$ cat config.mk
export PLATFORM = sky130hd
export DESIGN_NAME = frcb_divider
export DESIGN_NICKNAME = d
export VERILOG_FILES = /design/src/frcb_pkg.sv /design/src/frcb_divider.sv
export SDC_FILE = /design/constraint.sdc
export NUM_CORES = 1
export LEC_CHECK = 0
export BUFFER_PORTS_ARGS = -buffer_cell sky130_fd_sc_hd__buf_2
export CELL_PAD_IN_SITES_DETAIL_PLACEMENT = 1
export CELL_PAD_IN_SITES_GLOBAL_PLACEMENT = 1
export CORE_ASPECT_RATIO = 0.8
export CORE_MARGIN = 3
export CORE_UTILIZATION = 48
export DETAILED_ROUTE_END_ITERATION = 16
export HOLD_SLACK_MARGIN = 0.15
export PLACE_DENSITY_LB_ADDON = 0.3
export SYNTH_ARGS = -nofsm -noshare
export SYNTH_HDL_FRONTEND = slang
export SYNTH_SLANG_ARGS = --single-unit
$ cat constraint.sdc
create_clock -name clk -period 11.25 [get_ports clk]
set_input_delay 1.125 -clock clk [delete_from_list [all_inputs] [get_ports clk]]
set_output_delay 1.125 -clock clk [all_outputs]
set_load 0.01 [all_outputs]
$ cat src/frcb_pkg.sv
package frcb_pkg;

    localparam int OP_W    = 2;
    localparam int POS_W   = 9;
    localparam int BIN_W   = 9;
    localparam int DIM_W   = 10;
    localparam int SUM_W   = 36;
    localparam int CNT_W   = 19;
    localparam int TERM_W  = 18;
    localparam int R2_W    = 24;
    localparam int Q_W     = 35;
    localparam int ROOT_W  = 18;
    localparam int SQ_IN_W = 36;
    localparam int STEP_W  = 5;

    localparam logic [DIM_W-1:0]  DIM_RESET = 10'd512;
    localparam logic [CNT_W-1:0]  COUNT_MAX = '1;
    localparam logic [SUM_W-1:0]  SUM_MAX   = {1'b0, {(SUM_W-1){1'b1}}};
    localparam logic [SUM_W-1:0]  SUM_MIN   = {1'b1, {(SUM_W-1){1'b0}}};
    localparam logic [STEP_W-1:0] MAC_LAST  = 5'd16;

    localparam logic REG_IMAGE_WIDTH  = 1'b0;
    localparam logic REG_IMAGE_HEIGHT = 1'b1;

    typedef enum logic [OP_W-1:0] {
        OP_ACCUM      = 2'd0,
        OP_READ       = 2'd1,
        OP_READ_CLEAR = 2'd2,
        OP_NONE       = 2'd3
    } opcode_t;

    typedef enum logic [3:0] {
        S_CLEAR,
        S_IDLE,
        S_CHECK,
        S_MAC,
        S_RSQ_GO,
        S_RSQ_WAIT,
        S_RADJ,
        S_DIV_GO,
        S_DIV_WAIT,
        S_QSQ_GO,
        S_QSQ_WAIT,
        S_TERM,
        S_RD,
        S_WR
    } state_t;

    typedef enum logic [3:0] {
        ST_NONE,
        ST_R2,
        ST_G1,
        ST_G2,
        ST_PR,
        ST_PI,
        ST_CM,
        ST_CSQ,
        ST_P
    } store_t;

    // Handshake between the sequencer and an iterative unit.
    typedef struct packed {
        logic start;
        logic done;
    } unit_ctrl_t;

endpackage

$ cat src/frcb_divider.sv
module frcb_divider #(
    parameter int W = 96
) (
    input  logic                       clk,
    input  logic                       rst_n,
    input  frcb_pkg::unit_ctrl_t       ctrl_in,
    output frcb_pkg::unit_ctrl_t       ctrl_out,
    input  logic [W-1:0]               num,
    input  logic [W-1:0]               den,
    output logic [frcb_pkg::Q_W-1:0]   quot
);
    import frcb_pkg::*;

    localparam int CW = $clog2(Q_W);

    // Computes floor(num * 2^(Q_W-1) / den) for num <= den, one quotient
    // bit per cycle. The first step compares without a shift.
    logic [W:0]     rem_reg;
    logic [W-1:0]   den_reg;
    logic [Q_W-1:0] q_reg;
    logic [CW-1:0]  cnt_reg;
    logic           busy_reg;
    logic           done_reg;
    logic [W:0]     shifted;
    logic           ge;

    assign shifted = (cnt_reg == '0) ? rem_reg : {rem_reg[W-1:0], 1'b0};
    assign ge      = shifted >= {1'b0, den_reg};

    always_ff @(posedge clk or negedge rst_n)
    begin
        if (!rst_n)
        begin
            busy_reg <= 1'b0;
            done_reg <= 1'b0;
        end
        else
        begin
            done_reg <= 1'b0;
            if (ctrl_in.start)
            begin
                busy_reg <= 1'b1;
            end
            else if (busy_reg && (cnt_reg == CW'(Q_W - 1)))
            begin
                busy_reg <= 1'b0;
                done_reg <= 1'b1;
            end
        end
    end

    always_ff @(posedge clk)
    begin
        if (ctrl_in.start)
        begin
            rem_reg <= {1'b0, num};
            den_reg <= den;
            q_reg   <= '0;
            cnt_reg <= '0;
        end
        else if (busy_reg)
        begin
            rem_reg <= ge ? (shifted - {1'b0, den_reg}) : shifted;
            q_reg   <= {q_reg[Q_W-2:0], ge};
            cnt_reg <= cnt_reg + CW'(1);
        end
    end

    assign ctrl_out.start = busy_reg;
    assign ctrl_out.done  = done_reg;
    assign quot           = q_reg;
endmodule

==> flow_summary.json, run 1 <==
{
  "outcome": "completed",
  "yosys_register_bits": 236,
  "worstPathCellList": "nor3_1, and3b_2, buf_4, nand2_1, nand2_1, ha_1, a21oi_1, o21ai_1, a221oi_2, o221ai_1, a221o_2, o21ai_4, o311ai_4, and4_4, a21oi_4, buf_4, buf_4, mux2_2, mux2_2",
  "hpwl_um": 42320,
  "yosysWarnings": 0,
  "cts_tree": "done",
  "postCtsSetupBuffers": 0,
  "synth_most_common_cell": "nand2_1",
  "wl_um": 56870,
  "final_nets": 2522,
  "crit_path_end_kind": "register",
  "seq_area_frac_synth_pct": 38.65,
  "post_synth.cell_area_avg_sq_um": 8.280,
  "arrival_ns": 7.53,
  "largest_register_ffs": 97,
  "numCtsBuffers": 27,
  "antenna_found_initial": 5,
  "r2r_start": "cnt_reg[2]",
  "clk_root_buffer_cell": "clkbuf_16",
  "synth_ff_type": "edfxtp_1",
  "fillers": 4258,
  "synthTopCellsByArea": "edfxtp_1 (33%), nand2_1 (9.2%), ha_1 (7.2%)",
  "area_growth_pct": 13.00,
  "start_util_pct": 49.16,
  "setup.worst_path.class": "register to register",
  "die-height_um": 175.4,
  "async_reset_ff_share_pct": 0.8475,
  "drtIter0Drc": 1084,
  "p_per_area_nw_per_um2": 291.9,
  "wire_per_inst_um": 20.89,
  "io_buffers": 231,
  "drive_above_1_share_pct": 14.73,
  "r2r_slack_ns": 4.05,
  "critical_path.max_fanout": 73,
  "hold_path_class": "primary input to async pin",
  "cp_slowest_cell": "buf_4",
  "grt_pass1_vias": 16350,
  "ys_types": 76,
  "syn_inst": 2080,
  "holdWs_ns": 0.3179,
  "fmax_ghz": 0.1389,
  "leakage_uw": 0.009139,
  "cap_violations": 0,
  "synth_nets": 2376,
  "core_sq_um": 35030,
  "rsz0062_at_grt": "no",
  "yosysTopAreaCellShare_pct": 33.48,
  "yosys.area.top_type": "edfxtp_1",
  "overflow": 0,
  "grt_pass1_wl_um": 89420,
  "r2r_cells": 19,
  "regArea_sq_um": 6658,
  "place.gp.congestion": 0.9601,
  "relSlewSlack_pct": 35.08,
  "clockBufferDepth": 3,
  "syn_area_sq_um": 17220,
  "post_cts_resized": 0,
  "ios": 233,
  "skew_ns": 0.02178,
  "ys_top_cells_by_count": "nand2_1 (421), edfxtp_1 (192), a21oi_1 (190)",
  "post-route-drc-count": 0,
  "clock_sinks": 236,
  "cts-htree-levels": 1,
  "ant_nets": 0,
  "clock_latency_ns": 0.58,
  "avgViaCountPerCell": 5.787,
  "worstPathRequired_ns": 11.57,
  "rr_endpoint": "rem_reg[24]",
  "hold_buffers": 0,
  "path_common_cell": "buf_4",
  "crit_path_start_kind": "register",
  "final-max-slew-violation-count": 0,
  "worst_pin_slew_ns": 0.9493,
  "crit_path_max_incr_delay_ns": 0.76,
  "finalCritPeriodShare_pct": 64.01,
  "dr.pass1.iters": 5,
  "rows": 61,
  "grt_max_degree": 82,
  "die_x_um": 217.8,
  "multiInputGateArea_sq_um": 9316,
  "synth-edff-count": 192,
  "ir_drop_v": 0.0001641,
  "period_minus_slack_ns": 7.201,
  "dieArea_sq_um": 38200,
  "hold_viol": 0,
  "setup_viol": 0,
  "vias": 15750,
  "clkTransAtPathRegs_ns": 0.07,
  "grt_usage_pct": 29.16,
  "finalSetupTns_ns": 0
}
==> cell families (layout without fill, tap and decap cells) <==
| group | count (synthesis) | after routing | share of synthesized area [%] |
|---|---|---|---|
| compound gates | 542 | 542 | 20.33 |
| xor+xnor | 88 | 88 | 4.475 |
| fa+ha+maj | 100 | 100 | 7.308 |
| buf+inv | 305 | 472 | 7.265 |
| flops | 236 | 236 | 38.65 |
| mux | 56 | 56 | 3.385 |
| other cells | 0 | 3 | 0 |
| simple gates | 753 | 753 | 18.58 |
==> worst max-delay path by stage <==
stage	startpoint	to	slack, ns	cells past startpoint
2_1_floorplan	cnt_reg[2]	rem_reg[20]	6.53	21
3_3_place_gp	cnt_reg[2]	rem_reg[24]	4.28	19
3_5_place_dp	cnt_reg[2]	rem_reg[20]	4.12	19
4_1_cts	cnt_reg[2]	rem_reg[20]	4.09	19
5_1_grt	cnt_reg[2]	rem_reg[20]	3.57	19
6_report	cnt_reg[2]	rem_reg[24]	4.05	19
==> layout by cell type, fill, tap and decap left out, types with 5 or more instances in the layout <==
cell	netlist	routed
a211o_1	10	10
a211oi_1	58	58
a21o_1	53	53
a21oi_1	190	190
a221o_1	5	5
a31oi_1	7	7
and3_1	15	15
and4_1	5	5
buf_2	24	230
buf_4	14	12
clkbuf_16	0	28
clkinv_2	0	5
dfxtp_1	42	42
edfxtp_1	192	192
ha_1	99	99
inv_1	178	177
mux2_2	18	18
mux2i_1	38	38
nand2_1	421	421
nand2b_1	10	10
nand3_1	28	28
nand4_1	45	45
nor2_1	170	170
nor2b_1	9	9
nor3_1	23	23
nor4_1	6	6
o211ai_1	16	16
o21a_1	33	33
o21ai_0	70	70
o21ai_1	19	19
o21bai_1	27	27
o221ai_1	6	6
o31ai_1	9	9
xnor2_1	52	52
xor2_1	36	36
==> cell type report <==
type / count / area share [%]
Antenna cell: 3 / 0.03857
Inverter: 179 / 3.465
Tap cell: 472 / 3.034
Timing Repair Buffer: 243 / 6.454
Sequential cell: 236 / 34.21
Clock buffer: 28 / 3.600
Multi-Input combinational cell: 1539 / 47.87
Clock inverter: 22 / 1.331
==> power by group <==
part | internal [uW] | leakage [uW] | total [uW] | switching, uW
Combinational | 1250 | 0.00635 | 3380 | 2130
Sequential | 1230 | 0.00231 | 1340 | 116
Clock | 555 | 0.000478 | 957 | 402
==> routing by layer <==
layer	vias to the layer above	part of all wire [%]	routed length (um)	track usage, %
met4	2	2.9	1645	7.878
met1	7692	48	27060	42.16
li1	7583	-	-	-
met2	385	44	24990	45.47
met3	90	5.6	3159	4.860
met5	-	0.016	9	0
==> worst max-delay path: cells and delay by family (launching register included) <==
kind / cells / cell delay (ns)
AOI/OAI and AO/OA: 8 / 1.91
adders and majority gates: 1 / 0.33
buffers and inverters: 3 / 2.03
and+or+nand+nor: 5 / 1.51
DFF: 1 / 0.36
muxes: 2 / 0.68
==> through the flow <==
stage / area (sq um) / total power [uW] / util [%] / setup slack [ns] / std cells
finish: 19460 / 5681 / 55.56 / 4.049 / 2722
global route: 19460 / 6127 / 55.56 / 3.574 / 2722
CTS: 19450 / 5652 / 55.53 / 4.086 / 2719
detailed placement: 18500 / 4650 / 52.79 / 4.122 / 2669
global placement: 18500 / 4528 / 52.79 / 4.277 / 2669
floorplan: 17220 / 3869 / - / 6.530 / 2080
(Power assumes the default switching activity.)
==> run 2, diff against run 1 <==
- CORE_UTILIZATION: 48 -> 44
- clock period: 11.25 -> 7.05 ns (I/O delays scaled with it)
==> flow_summary.json, run 2 (same netlist as run 1, synthesis figures left out) <==
{
  "outcome": "completed",
  "switching_share_pct": 46.57,
  "setup_viol": 0,
  "hold_viol": 0,
  "timing.final.ws_setup_ns": 1.001,
  "grt_usage_pct": 26.20,
  "cts_tree": "done",
  "worst_pin_slew_ns": 1.061,
  "core_sq_um": 38440,
  "finalCritPeriodShare_pct": 85.81,
  "crit_path_end_kind": "register",
  "grt_pass1_vias": 15830,
  "antenna_found_initial": 2,
  "hold_path_class": "primary input to register",
  "die_x_um": 227.2,
  "ant_nets": 0,
  "numCtsBuffers": 27,
  "cap_violations": 0,
  "relSlewSlack_pct": 27.46,
  "wl_um": 55560,
  "critical_path.max_fanout": 46,
  "p_per_area_nw_per_um2": 462.0,
  "dp_slack_ns": 1.136,
  "p_switching_uw": 4199,
  "overflow": 0,
  "clock_latency_ns": 0.58,
  "dr.pass1.iters": 5,
  "ir_drop_v": 0.0002476,
  "ios": 233,
  "finalSetupTns_ns": 0,
  "grt_pass1_wl_um": 87420,
  "power_frac_comb_pct": 60.0,
  "wire_per_inst_um": 20.23,
  "io_buffers": 231,
  "vias": 15660,
  "dieArea_sq_um": 41570,
  "post-route-drc-count": 0,
  "final_cell_mix": "nand2_1 (421), buf_2 (230), edfxtp_1 (192), a21oi_1 (190), inv_1 (177)",
  "avgViaCountPerCell": 5.701,
  "clk_root_buffer_cell": "clkbuf_16",
  "skew_ns": 0.01410,
  "largest_register_ffs": 97,
  "setup.worst_path.class": "register to register",
  "holdWs_ns": 0.3005,
  "cts-htree-levels": 1,
  "postCtsSetupBuffers": 0,
  "period_minus_slack_ns": 6.049,
  "pwr-share-seq_pct": 23.8,
  "drtIter0Drc": 1012,
  "path_common_cell": "nand2_1",
  "final_nets": 2526,
  "rows": 64,
  "p_clk_share_pct": 16.2,
  "start_util_pct": 44.81,
  "final-max-slew-violation-count": 0,
  "p_int_uw": 4817,
  "rsz0062_at_grt": "no",
  "clock_sinks": 236,
  "worstPathCellList": "nor3_1, and3b_2, buf_4, nand2_1, nand2_1, ha_1, nand2_1, nor2_1, nand4_1, nor3_1, nand3_1, a21oi_1, o31ai_2, o21bai_1, a21boi_1, o41ai_1, xnor2_1, o211ai_1",
  "mostFrequentLayoutCell": "nand2_1",
  "area_growth_pct": 13.29,
  "die-height_um": 183.0,
  "crit_path_start_kind": "register",
  "place.gp.congestion": 0.9098,
  "drive_above_1_share_pct": 14.53,
  "fmax_ghz": 0.1653,
  "grt_max_degree": 98,
  "power.total_uw": 9016,
  "clockBufferDepth": 3,
  "arrival_ns": 6.36,
  "clkTransAtPathRegs_ns": 0.07,
  "hpwl_um": 42150,
  "cp_slowest_cell": "and3b_2",
  "worstPathRequired_ns": 7.36,
  "crit_path_max_incr_delay_ns": 0.89,
  "leakage_uw": 0.009137
}
==> run 2: changes by cell type in the layout (fill, tap and decap cells not counted), sizes merged <==
cell	previous run	this run
clkinvlp	1	2
inv	185	182
dlygate4sd3	0	1
clkbuf	28	36
diode	3	1
clkinv	11	8
bufinv	4	1
buf	243	246
==> run 2: power groups by stage <==
stage / clock [uW] / combinational (uW) / sequential [uW]
after floorplan: 0 / 4070 / 2100
final: 1460 / 5410 / 2140
after global routing: 1550 / 6010 / 2190
after CTS: 1500 / 5350 / 2140
after global placement: 0 / 5160 / 2140
after detailed placement: 0 / 5300 / 2170
==> run 2: final timing paths <==
check / start / to / slack, ns / depth (start not counted)
max reg2reg: cnt_reg[2] / rem_reg[91] / 1.00 / 18
min: den[31] / den_reg[31] / 0.30 / 1
min in group asynchronous: rst_n / busy_reg / 0.46 / 2
max in group asynchronous: rst_n / busy_reg / 6.49 / 2
min reg2reg: quot[34] / quot[34] / 0.51 / 2
max: cnt_reg[2] / rem_reg[91] / 1.00 / 18
==> run 2: timing repair <==
action,CTS,global route
resized for setup,0,0
setup endpoints to repair,0,0
endpoints found under the hold margin,2,0
hold buffers,1,0
==> run 2: layer usage <==
metal	GRT usage, %	up-vias	routed length [um]
met2	40.50	398	24270
met1	38.86	7597	26860
li1	-	7581	-
met4	6.623	0	1486
met5	0	-	0
met3	3.489	85	2940
==> run 2: critical path, delay by kind of cell, from the launching register on <==
kind / cells / cell delay, ns
AO/OA/AOI/OAI: 6 / 1.96
XOR/XNOR: 1 / 0.22
adder cells (fa/ha/maj): 1 / 0.25
buffers and inverters: 1 / 0.39
flip-flops: 1 / 0.35
AND/OR/NAND/NOR: 9 / 2.58
==> run 2: stage by stage <==
stage	instances	utilization (%)	cell area [sq um]
after global routing	2747	50.77	19510
after detailed placement	2695	48.35	18580
after floorplan	2080	-	17220
after global placement	2695	48.35	18580
final	2747	50.77	19510
after CTS	2746	50.76	19510
==> run 2: cell type report <==
cell class / count / area [sq um]
timing repair buffer: 247 / 1326
tap: 495 / 619.3
antenna: 1 / 2.502
clock buffer: 36 / 782.0
inverter: 179 / 674.4
clock inverter: 14 / 133.9
fill: 4682 / 18920
multi-input combinational: 1539 / 9316
sequential: 236 / 6658
