File: src/frcb_pkg.sv
package frcb_pkg;

    localparam int OP_W    = 2;
    localparam int POS_W   = 9;
    localparam int BIN_W   = 9;
    localparam int DIM_W   = 10;
    localparam int SUM_W   = 36;
    localparam int CNT_W   = 19;
    localparam int TERM_W  = 18;
    localparam int R2_W    = 24;
    localparam int Q_W     = 35;
    localparam int ROOT_W  = 18;
    localparam int SQ_IN_W = 36;
    localparam int STEP_W  = 5;

    localparam logic [DIM_W-1:0]  DIM_RESET = 10'd512;
    localparam logic [CNT_W-1:0]  COUNT_MAX = '1;
    localparam logic [SUM_W-1:0]  SUM_MAX   = {1'b0, {(SUM_W-1){1'b1}}};
    localparam logic [SUM_W-1:0]  SUM_MIN   = {1'b1, {(SUM_W-1){1'b0}}};
    localparam logic [STEP_W-1:0] MAC_LAST  = 5'd16;

    localparam logic REG_IMAGE_WIDTH  = 1'b0;
    localparam logic REG_IMAGE_HEIGHT = 1'b1;

    typedef enum logic [OP_W-1:0] {
        OP_ACCUM      = 2'd0,
        OP_READ       = 2'd1,
        OP_READ_CLEAR = 2'd2,
        OP_NONE       = 2'd3
    } opcode_t;

    typedef enum logic [3:0] {
        S_CLEAR,
        S_IDLE,
        S_CHECK,
        S_MAC,
        S_RSQ_GO,
        S_RSQ_WAIT,
        S_RADJ,
        S_DIV_GO,
        S_DIV_WAIT,
        S_QSQ_GO,
        S_QSQ_WAIT,
        S_TERM,
        S_RD,
        S_WR
    } state_t;

    typedef enum logic [3:0] {
        ST_NONE,
        ST_R2,
        ST_G1,
        ST_G2,
        ST_PR,
        ST_PI,
        ST_CM,
        ST_CSQ,
        ST_P
    } store_t;

    // Handshake between the sequencer and an iterative unit.
    typedef struct packed {
        logic start;
        logic done;
    } unit_ctrl_t;

endpackage

File: src/frcb_isqrt.sv
module frcb_isqrt (
    input  logic                           clk,
    input  logic                           rst_n,
    input  frcb_pkg::unit_ctrl_t           ctrl_in,
    output frcb_pkg::unit_ctrl_t           ctrl_out,
    input  logic [frcb_pkg::SQ_IN_W-1:0]   value,
    output logic [frcb_pkg::ROOT_W-1:0]    root
);
    import frcb_pkg::*;

    // One result bit per cycle, most significant first.
    logic [SQ_IN_W-1:0] val_reg;
    logic [ROOT_W-1:0]  root_reg;
    logic [ROOT_W-1:0]  bit_reg;
    logic               busy_reg;
    logic               done_reg;
    logic [ROOT_W-1:0]  trial;
    logic [SQ_IN_W-1:0] trial_sq;

    assign trial    = root_reg | bit_reg;
    assign trial_sq = SQ_IN_W'(trial) * SQ_IN_W'(trial);

    always_ff @(posedge clk or negedge rst_n)
    begin
        if (!rst_n)
        begin
            busy_reg <= 1'b0;
            done_reg <= 1'b0;
        end
        else
        begin
            done_reg <= 1'b0;
            if (ctrl_in.start)
            begin
                busy_reg <= 1'b1;
            end
            else if (busy_reg && bit_reg[0])
            begin
                busy_reg <= 1'b0;
                done_reg <= 1'b1;
            end
        end
    end

    always_ff @(posedge clk)
    begin
        if (ctrl_in.start)
        begin
            val_reg  <= value;
            root_reg <= '0;
            bit_reg  <= {1'b1, {(ROOT_W-1){1'b0}}};
        end
        else if (busy_reg)
        begin
            if (trial_sq <= val_reg)
            begin
                root_reg <= trial;
            end
            bit_reg <= bit_reg >> 1;
        end
    end

    assign ctrl_out.start = busy_reg;
    assign ctrl_out.done  = done_reg;
    assign root           = root_reg;
endmodule

File: config.mk
export PLATFORM = sky130hd
export DESIGN_NAME = frcb_isqrt
export DESIGN_NICKNAME = d
export VERILOG_FILES = /design/src/frcb_pkg.sv /design/src/frcb_isqrt.sv
export SDC_FILE = /design/constraint.sdc
export NUM_CORES = 1
export LEC_CHECK = 0
export ABC_AREA = 0
export ABC_CLOCK_PERIOD_IN_PS = 9100
export BUFFER_PORTS_ARGS = -buffer_cell sky130_fd_sc_hd__clkbuf_2
export CAP_MARGIN = 20
export CORE_MARGIN = 2
export CORE_UTILIZATION = 65
export CTS_CLUSTER_SIZE = 40
export DETAILED_ROUTE_END_ITERATION = 10
export PLACE_DENSITY_LB_ADDON = 0.12
export SLEW_MARGIN = 10
export SYNTH_ARGS = -nofsm -noshare
export SYNTH_HDL_FRONTEND = slang
export SYNTH_SLANG_ARGS = --single-unit
File: constraint.sdc
create_clock -name clk -period 9.1 [get_ports clk]
set_input_delay 1.82 -clock clk [delete_from_list [all_inputs] [get_ports clk]]
set_output_delay 1.82 -clock clk [all_outputs]
set_load 0.01 [all_outputs]
==> flow_summary.toml, run 1 <==
[final_layout]
final_common_cell = "inv_1"
n_fill_cell = 1457
syn_to_final_growth_pct = 8.02
multi_input_area_sq_um = 8920
final_cell_mix = "inv_1, fa_1, ha_1"
n_antenna_cell = 0
drive_gt1_share_pct = 9.45
regArea_sq_um = 1850
layout.nets = 1780
largest_register_ffs = 36

[placement]
place_congestion = 0.932
dp_hpwl_um = 22700
portBuffers = 58

[logic_synthesis]
async_reset_ff_share_pct = 2.70
yosysWarnings = 0
synthCells = 1319
syn_area_sq_um = 12300
ys_seq_area_share_pct = 15.1
synth_edf_count = 36
synth_fp_nets = 1718
syn_avg_cell_area_sq_um = 9.31
synthFlopType = "edfxtp_1"
synth-seq-cells = 74
ys_types = 62

[clocking]
post_cts_buffers = 0
clk_latency_ns = 0.36
cts_tree = "done"
cts.path.max_buffers = 2
path_clk_slew_ns = 0.07
cts_resized = 0
cts_hold_buf = 0
cts_made_buffers = 9
htreeDepth = 3
root_buffer = "clkbuf_16"
cts.sink_count = 74

[timing]
fmax_mhz = 115
layout_min_cycle_time_ns = 8.69
grt_setup_unrepaired = "false"
finClkSkew_ns = 0.00998
hold_ws_ns = 0.506
setup_viol = 0
final-hold-violation-count = 0
worst_pin_slew_ns = 0.771
period_share_pct = 95.4
final_max_slew_viol_count = 0
slew_headroom_pct = 48.6
setup_tns_ns = 0

[worst_setup_path]
slowest_delay_ns = 0.59
crit_type = "reg2reg"
crit_arrival_ns = 8.98
cpMaxStageDelayCell = "or4_1"
cp_common_cell = "fa_1"
worstPathRequired_ns = 9.40
startpoint_type = "flip-flop"
crit_path_max_fanout = 17
cp-end-kind = "flip-flop"

[floorplan]
dieArea_sq_um = 20000
io_pins = 60
fp.dieW_um = 141
core_sq_um = 18600
die_y_um = 141
initial_core_util_pct = 65.8
rows = 50

[detailed_routing]
antenna_left = 0
viasPerCell = 5.52
vias = 8950
drc = 0
dr.pass1.iters = 5
wl_um = 27500
drt-initial-drc-count = 463
wire_per_inst_um = 17.0

[worst_hold_path]
min_path_type = "reg2reg"

[global_routing]
antenna_found_initial = 0
grt_pass1_wl_um = 45200
overflow = 0
grt_use_total_pct = 29.4
grt_max_degree = 41
grt_pass1_vias = 9306

[power]
p_leak_nw = 7.64
power.density_nw_per_um2 = 71.0
ir_worst_vdd_uv = 77.8

[status]
outcome = "completed"

[run]
maxCapViolations = 0
## worst max-delay path: cells and delay by family (launching register included)
kind,cells,cell delay [ns]
AO/OA/AOI/OAI,6,1.64
flip-flops,1,0.33
adder cells (fa/ha/maj),8,3.83
AND/OR/NAND/NOR,9,2.07
buffers and inverters,6,0.71
## Yosys cell counts, types with 12 or more instances
library cell | count | area, sq um
o21ai_0 | 14 | 70.1
a21o_1 | 34 | 255
nand4_1 | 12 | 75.1
dfxtp_1 | 36 | 721
xnor2_1 | 23 | 201
mux2i_1 | 19 | 190
a22o_1 | 18 | 158
nor2_1 | 136 | 510
edfxtp_1 | 36 | 1080
fa_1 | 217 | 4340
ha_1 | 142 | 1780
or2_2 | 12 | 75.1
nand2_1 | 89 | 334
inv_1 | 353 | 1330
a21oi_1 | 43 | 215
clkbuf_1 | 26 | 97.6
## stage by stage
| step | total power (W) | utilization, % | cells | setup WS (ns) | cell area [sq um] |
|---|---|---|---|---|---|
| finish | 0.000942 | 71.1 | 1620 | 0.414 | 13300 |
| global route | 0.000983 | 71.1 | 1620 | 0.00788 | 13300 |
| floorplan | 0.000490 | - | 1319 | 1.03 | 12300 |
| CTS | 0.000950 | 71.0 | 1619 | 0.340 | 13200 |
| detailed placement | 0.000548 | 69.3 | 1603 | 0.442 | 12900 |
| global placement | 0.000542 | 69.3 | 1603 | 0.502 | 12900 |
## cells by family (layout without fill, tap and decap cells)
| group | count (synthesis) | in the layout | share of synthesized area [%] |
|---|---|---|---|
| buffers and inverters | 396 | 463 | 12.3 |
| adder cells (fa/ha/maj) | 359 | 359 | 49.9 |
| AND/OR/NAND/NOR | 288 | 288 | 10.3 |
| AO/OA/AOI/OAI | 149 | 149 | 8.51 |
| flip-flops | 74 | 74 | 15.1 |
| XOR/XNOR | 34 | 34 | 2.43 |
| multiplexers | 19 | 19 | 1.55 |
## final timing paths
kind / from / endpoint / slack, ns / depth (start not counted)
worst max-delay path: bit_reg[5] / root[16] / 0.41 / 29
worst min-delay path: bit_reg[0] / busy_reg / 0.51 / 1
worst max register to register: bit_reg[5] / root[16] / 0.41 / 29
worst min register to register: bit_reg[0] / busy_reg / 0.51 / 1
max in group asynchronous: rst_n / busy_reg / 7.76 / 1
min in group asynchronous: rst_n / done_reg / 1.24 / 1
## power by group
group,internal [W],switching (W)
registers,0.000367,0.00000649
clock network,0.000240,0.000160
logic,0.0000681,0.000101
## final cells by class
class	count	share of cell area, %
Inverter	361	10.2
Timing Repair Buffer	86	3.93
Clock buffer	9	1.70
Sequential cell	74	14.0
Tap cell	234	2.21
Multi-Input combinational cell	849	67.3
Clock inverter	7	0.689
## metal layers
layer | GRT usage (%) | vias to the layer above | part of all wire (%)
li1 | - | 4180 | -
met1 | 36.6 | 4489 | 39
met2 | 51.5 | 238 | 52
met3 | 7.53 | 43 | 7.2
met4 | 7.89 | 0 | 2.2
met5 | 0 | - | 0
Power figures use the tool's default switching activity.
==> inputs of run 2 (changes only) <==
Settings changed: ABC_AREA 0 to 1.
==> run 2 against run 1 <==
  * Non-clock buffer count down 8
  * Via count up 7.0%
  * Die area up 2.8%
  * Flip-flop and latch count did not move
  * Clock power down 11%
  * Power down 7.1%
  * Maximum frequency grew 9.8%
  * Critical path type unchanged
  * Critical endpoint is now root[7]
  * Highest routed layer unchanged
==> flow_summary.toml, run 2 <==
[logic_synthesis]
synth_top_area_share_pct = 34.4
synth_edf_count = 36
synth_top_cell_by_area = "fa_1"
syn_area_sq_um = 12600
yosys-top-cells-count = "inv_1, fa_1, nand2_1"
ys_types = 40
yosysWarnings = 0
ys_seq_area_share_pct = 14.7
synthFlopType = "edfxtp_1"
synth_area_leaders = "fa_1, ha_1, inv_1, edfxtp_1, nand2_1"
synth-seq-cells = 74
syn_avg_cell_area_sq_um = 8.33
synthCells = 1516
async_reset_ff_share_pct = 2.70
synth_fp_nets = 1915
yosysMostFrequentCell = "inv_1"

[worst_setup_path]
startpoint_type = "flip-flop"
cpMaxStageDelayCell = "nor2_1"
crit_arrival_ns = 8.18
crit_type = "reg2reg"
r2r_start = "bit_reg[10]"
slowest_delay_ns = 0.66
cp-end-kind = "flip-flop"
r2r_cells = 34
timing.rr.end = "root[7]"
cp_common_cell = "inv_1"
r2r_slack_ns = 1.19
worstPathRequired_ns = 9.37
crit_path_max_fanout = 18

[detailed_routing]
wire_per_inst_um = 14.8
drc = 0
dr.pass1.iters = 5
drt-initial-drc-count = 590
wl_um = 27200
viasPerCell = 5.20
antenna_left = 0
vias = 9577

[timing]
grt_setup_unrepaired = "false"
period_share_pct = 86.9
finClkSkew_ns = 0.0128
slew_headroom_pct = 38.1
final-hold-violation-count = 0
layout_min_cycle_time_ns = 7.91
final_max_slew_viol_count = 0
setup_tns_ns = 0
fmax_mhz = 126
worst_pin_slew_ns = 0.929
setup_viol = 0

[global_routing]
grt_max_degree = 73
grt_use_total_pct = 28.8
overflow = 0
grt_pass1_vias = 9881
antenna_found_initial = 0
grt_pass1_wl_um = 46100

[placement]
portBuffers = 58
placed_area_sq_um = 13300
dp_hpwl_um = 22500
place_congestion = 0.933

[worst_hold_path]
hold_path_end = "root[3]"
min_path_type = "reg2reg"
hp-start = "root[3]"
hold-path-cell-count = 2

[floorplan]
rows = 50
dieArea_sq_um = 20600
die_y_um = 143
core_sq_um = 18900
fp.dieW_um = 143
io_pins = 60
initial_core_util_pct = 66.8

[final_layout]
syn_to_final_growth_pct = 7.31
multi_input_area_sq_um = 8980
final_cell_mix = "inv_1, fa_1, nand2_1"
n_fill_cell = 1549
stdcell_area_sq_um = 13600
regArea_sq_um = 1850
n_antenna_cell = 0
final_common_cell = "inv_1"
largest_register_ffs = 36
drive_gt1_share_pct = 8.29
layout.nets = 1975

[clocking]
htreeDepth = 3
clk_latency_ns = 0.35
cts.sink_count = 74
root_buffer = "clkbuf_16"
post_cts_buffers = 0
cts_made_buffers = 9
path_clk_slew_ns = 0.06
cts_hold_buf = 0
cts_tree = "done"
cts.path.max_buffers = 2
cts_resized = 0

[power]
power.density_nw_per_um2 = 64.6
p_leak_nw = 7.50
ir_worst_vdd_uv = 83.1

[status]
outcome = "completed"

[run]
maxCapViolations = 0
## run 2: cell count changes in the layout (fill, tap and decap cells not counted), sizes merged, moves of 15 or more
cell	previous run	this run
nand2	90	221
inv	355	442
nor2	136	187
a21oi	43	88
a21o	35	4
mux2i	19	0
a22o	18	0
nand3	8	23
## run 2: cell families after synthesis
kind of cell | after synthesis | share of synthesized area [%]
xor+xnor | 35 | 2.43
flops | 74 | 14.7
fa+ha+maj | 359 | 48.5
simple gates | 447 | 14.3
compound gates | 129 | 5.93
buf+inv | 472 | 14.2
## run 2: per-stage QoR
step | hold WS (ns) | utilization (%) | worst slack, ns | power, W | cells
floorplan | 0.441 | - | 2.45 | 0.000478 | 1516
global placement | 0.455 | 70.2 | 1.50 | 0.000521 | 1825
detailed placement | 0.456 | 70.2 | 1.33 | 0.000525 | 1825
CTS | 0.465 | 71.7 | 1.31 | 0.000878 | 1841
global route | 0.485 | 71.7 | 0.776 | 0.000910 | 1841
finish | 0.463 | 71.7 | 1.19 | 0.000875 | 1841
## run 2: worst max path at each step
| stage | start | end | slack (ns) | depth (start not counted) |
|---|---|---|---|---|
| after global routing | bit_reg[10] | root[2] | 0.78 | 32 |
| final | bit_reg[10] | root[7] | 1.19 | 34 |
| after detailed placement | bit_reg[10] | root[5] | 1.33 | 34 |
| after floorplan | root[16] | root[10] | 2.45 | 32 |
| after global placement | bit_reg[10] | root[3] | 1.50 | 32 |
| after CTS | bit_reg[10] | root[7] | 1.31 | 34 |
## run 2: power by group
part / total (W) / leakage (nW) / internal (W) / switching [W]
clock network: 0.000357 / 0.144 / 0.000208 / 0.000149
registers: 0.000372 / 0.667 / 0.000366 / 0.00000515
logic: 0.000147 / 6.69 / 0.0000506 / 0.0000963
total: 0.000875 / 7.50 / 0.000625 / 0.000250
## run 2: area by class of cell
cell class	count	share of cell area (%)
inverter	443	12.3
timing repair buffer	78	3.25
clock buffer	12	1.98
sequential	74	13.7
tap	260	2.40
multi-input combinational	970	66.3
clock inverter	4	0.175
## run 2: layer usage
layer / routed length (um) / track usage, % / vias up / part of all wire [%]
met3: 1540 / 3.20 / 53 / 5.7
met1: 11400 / 38.6 / 4661 / 42
li1: - / - / 4592 / -
met2: 13700 / 49.2 / 271 / 50
met5: 0 / 0 / - / 0
met4: 636 / 9.18 / 0 / 2.3
## run 2: worst max-delay path: cells and delay by family (launching register included)
family | cells | cell delay (ns)
AOI/OAI and AO/OA | 3 | 0.58
xor gates and xnor gates | 1 | 0.18
adders and majority gates | 8 | 3.58
buffers and inverters | 8 | 0.85
DFF | 1 | 0.32
and+or+nand+nor | 14 | 2.33
==> inputs of run 3 (changes only) <==
--- a/config.mk
+++ b/config.mk
@@ -9,3 +9,2 @@
 export ABC_CLOCK_PERIOD_IN_PS = 9100
-export BUFFER_PORTS_ARGS = -buffer_cell sky130_fd_sc_hd__clkbuf_2
 export CAP_MARGIN = 20
@@ -13,4 +12,6 @@
 export CORE_UTILIZATION = 65
+export CTS_BUF_LIST = sky130_fd_sc_hd__clkbuf_2 sky130_fd_sc_hd__clkbuf_4 sky130_fd_sc_hd__clkbuf_8
 export CTS_CLUSTER_SIZE = 40
 export DETAILED_ROUTE_END_ITERATION = 10
+export DONT_BUFFER_PORTS = 1
 export PLACE_DENSITY_LB_ADDON = 0.12
--- a/constraint.sdc
+++ b/constraint.sdc
@@ -3,2 +3,2 @@
 set_output_delay 1.82 -clock clk [all_outputs]
-set_load 0.01 [all_outputs]
+set_load 0.1 [all_outputs]
==> run 3 against run 2 <==
  * Setup slack better by 0.046 ns
  * Core utilization down 0.97 points
  * Critical endpoint is now root[4]
  * Cell count down 2.0%
  * Clock power down 10%
  * Sequential power up 1%
  * Global-route usage down 0.31 points
  * Routed wire length about the same
==> flow_summary.toml, run 3 (synthesis results as in run 2) <==
[status]
outcome = "completed"

[worst_setup_path]
cp-end-kind = "flip-flop"
cpMaxStageDelayCell = "dfxtp_1"
slowest_delay_ns = 0.99
crit_arrival_ns = 8.18
critPathTopFamily = "adder cells"
crit_path_max_fanout = 18
worst-path-buf-inv = 4
worstPathRequired_ns = 9.42
startpoint_type = "flip-flop"
crit_type = "reg2reg"

[global_routing]
use_met3_pct = 2.33
antenna_found_initial = 0
met2_usage_pct = 49.4
grt_busiest_layer = "met2"
grt_pass1_wl_um = 45600
grt_pass1_vias = 9693
overflow = 0
grt_use_total_pct = 28.4
use_met1_pct = 38.7
grt_max_degree = 73

[timing]
fmax_mhz = 127
worst_pin_slew_ns = 1.02
layout_min_cycle_time_ns = 7.86
finClkSkew_ns = 0.0174
grt_setup_unrepaired = "false"
final_max_slew_viol_count = 0
fin_ws_ns = 1.24
setup_viol = 0
final-hold-violation-count = 0
setup_tns_ns = 0
period_share_pct = 86.4
slew_headroom_pct = 31.9
hold_ws_ns = 0.477

[clocking]
root_buffer = "clkbuf_8"
cts_resized = 0
htreeDepth = 3
post_cts_buffers = 0
cts.path.max_buffers = 2
cts_tree = "done"
cts_made_buffers = 9
clk_latency_ns = 0.38
path_clk_slew_ns = 0.09
cts_hold_buf = 0
cts.sink_count = 74

[run]
maxCapViolations = 0

[power]
p_leak_nw = 7.34
ir_worst_vdd_uv = 87.4
power.density_nw_per_um2 = 62.6

[floorplan]
rows = 50
io_pins = 60
fp.dieW_um = 143
core_sq_um = 18900
initial_core_util_pct = 66.8
dieArea_sq_um = 20600
die_y_um = 143

[detailed_routing]
antenna_left = 0
drt-initial-drc-count = 566
wl_um = 27200
dr.pass1.iters = 5
viasPerCell = 5.21
drc = 0
vias = 9404
wire_per_inst_um = 15.1

[placement]
dp_hpwl_um = 22800
place_congestion = 0.923
portBuffers = 0
dp_slack_ns = 1.30

[final_layout]
layout.nets = 1938
final_common_cell = "inv_1"
largest_register_ffs = 36
final_cell_mix = "inv_1, fa_1, nand2_1"
n_antenna_cell = 0
drive_gt1_share_pct = 6.15
fin_util_pct = 70.8
syn_to_final_growth_pct = 5.87

[worst_hold_path]
min_path_type = "reg2reg"
[run 3: cell types whose count changed in the layout (fill, tap and decap cells not counted), sizes merged]
| cell | previous run | this run |
|---|---|---|
| buf | 21 | 41 |
| bufinv | 0 | 3 |
| clkbuf | 69 | 9 |
| clkinv | 4 | 6 |
| clkinvlp | 1 | 0 |
| inv | 442 | 441 |
[run 3: area by class of cell]
cell class	instances	area, sq um
Clock buffer	9	124
Clock inverter	7	118
Fill cell	1575	5520
Inverter	443	1660
Multi-Input combinational cell	970	8980
Sequential cell	74	1850
Tap cell	260	325
Timing Repair Buffer	41	308
[run 3: worst reg2reg max path: cells and delay by family, from the launching register on]
family / cells / cell delay, ns
AOI/OAI and AO/OA: 7 / 1.09
DFF: 1 / 0.99
and+or+nand+nor: 12 / 1.65
buffers and inverters: 4 / 0.40
adders and majority gates: 8 / 3.67
[run 3: per-layer routing]
layer	share of wire, %	routed length, um
met3	5.3	1430
met4	2.1	565
met2	51	13800
met1	42	11400
met5	0	0
[run 3: power by group]
part | switching, W | internal (W) | leakage [nW]
Clock | 0.000138 | 0.000182 | 0.123
Sequential | 0.00000987 | 0.000366 | 0.667
Combinational | 0.0000958 | 0.0000463 | 6.55
Total | 0.000243 | 0.000594 | 7.34
[run 3: worst paths after layout]
kind                             from         end  slack (ns)  cells after the start
min reg2reg                bit_reg[8]  bit_reg[8]        0.48                      2
min in group asynchronous       rst_n    busy_reg        1.13                      0
max                          root[17]     root[4]        1.24                     31
max reg2reg                  root[17]     root[4]        1.24                     31
max in group asynchronous       rst_n    done_reg        7.91                      0
min                        bit_reg[8]  bit_reg[8]        0.48                      2
[run 3: stage by stage]
stage / total power (W) / area [sq um] / cells
2_1_floorplan: 0.000490 / 12600 / 1516
3_3_place_gp: 0.000520 / 13100 / 1788
3_5_place_dp: 0.000524 / 13100 / 1788
4_1_cts: 0.000842 / 13400 / 1804
5_1_grt: 0.000871 / 13400 / 1804
6_report: 0.000837 / 13400 / 1804
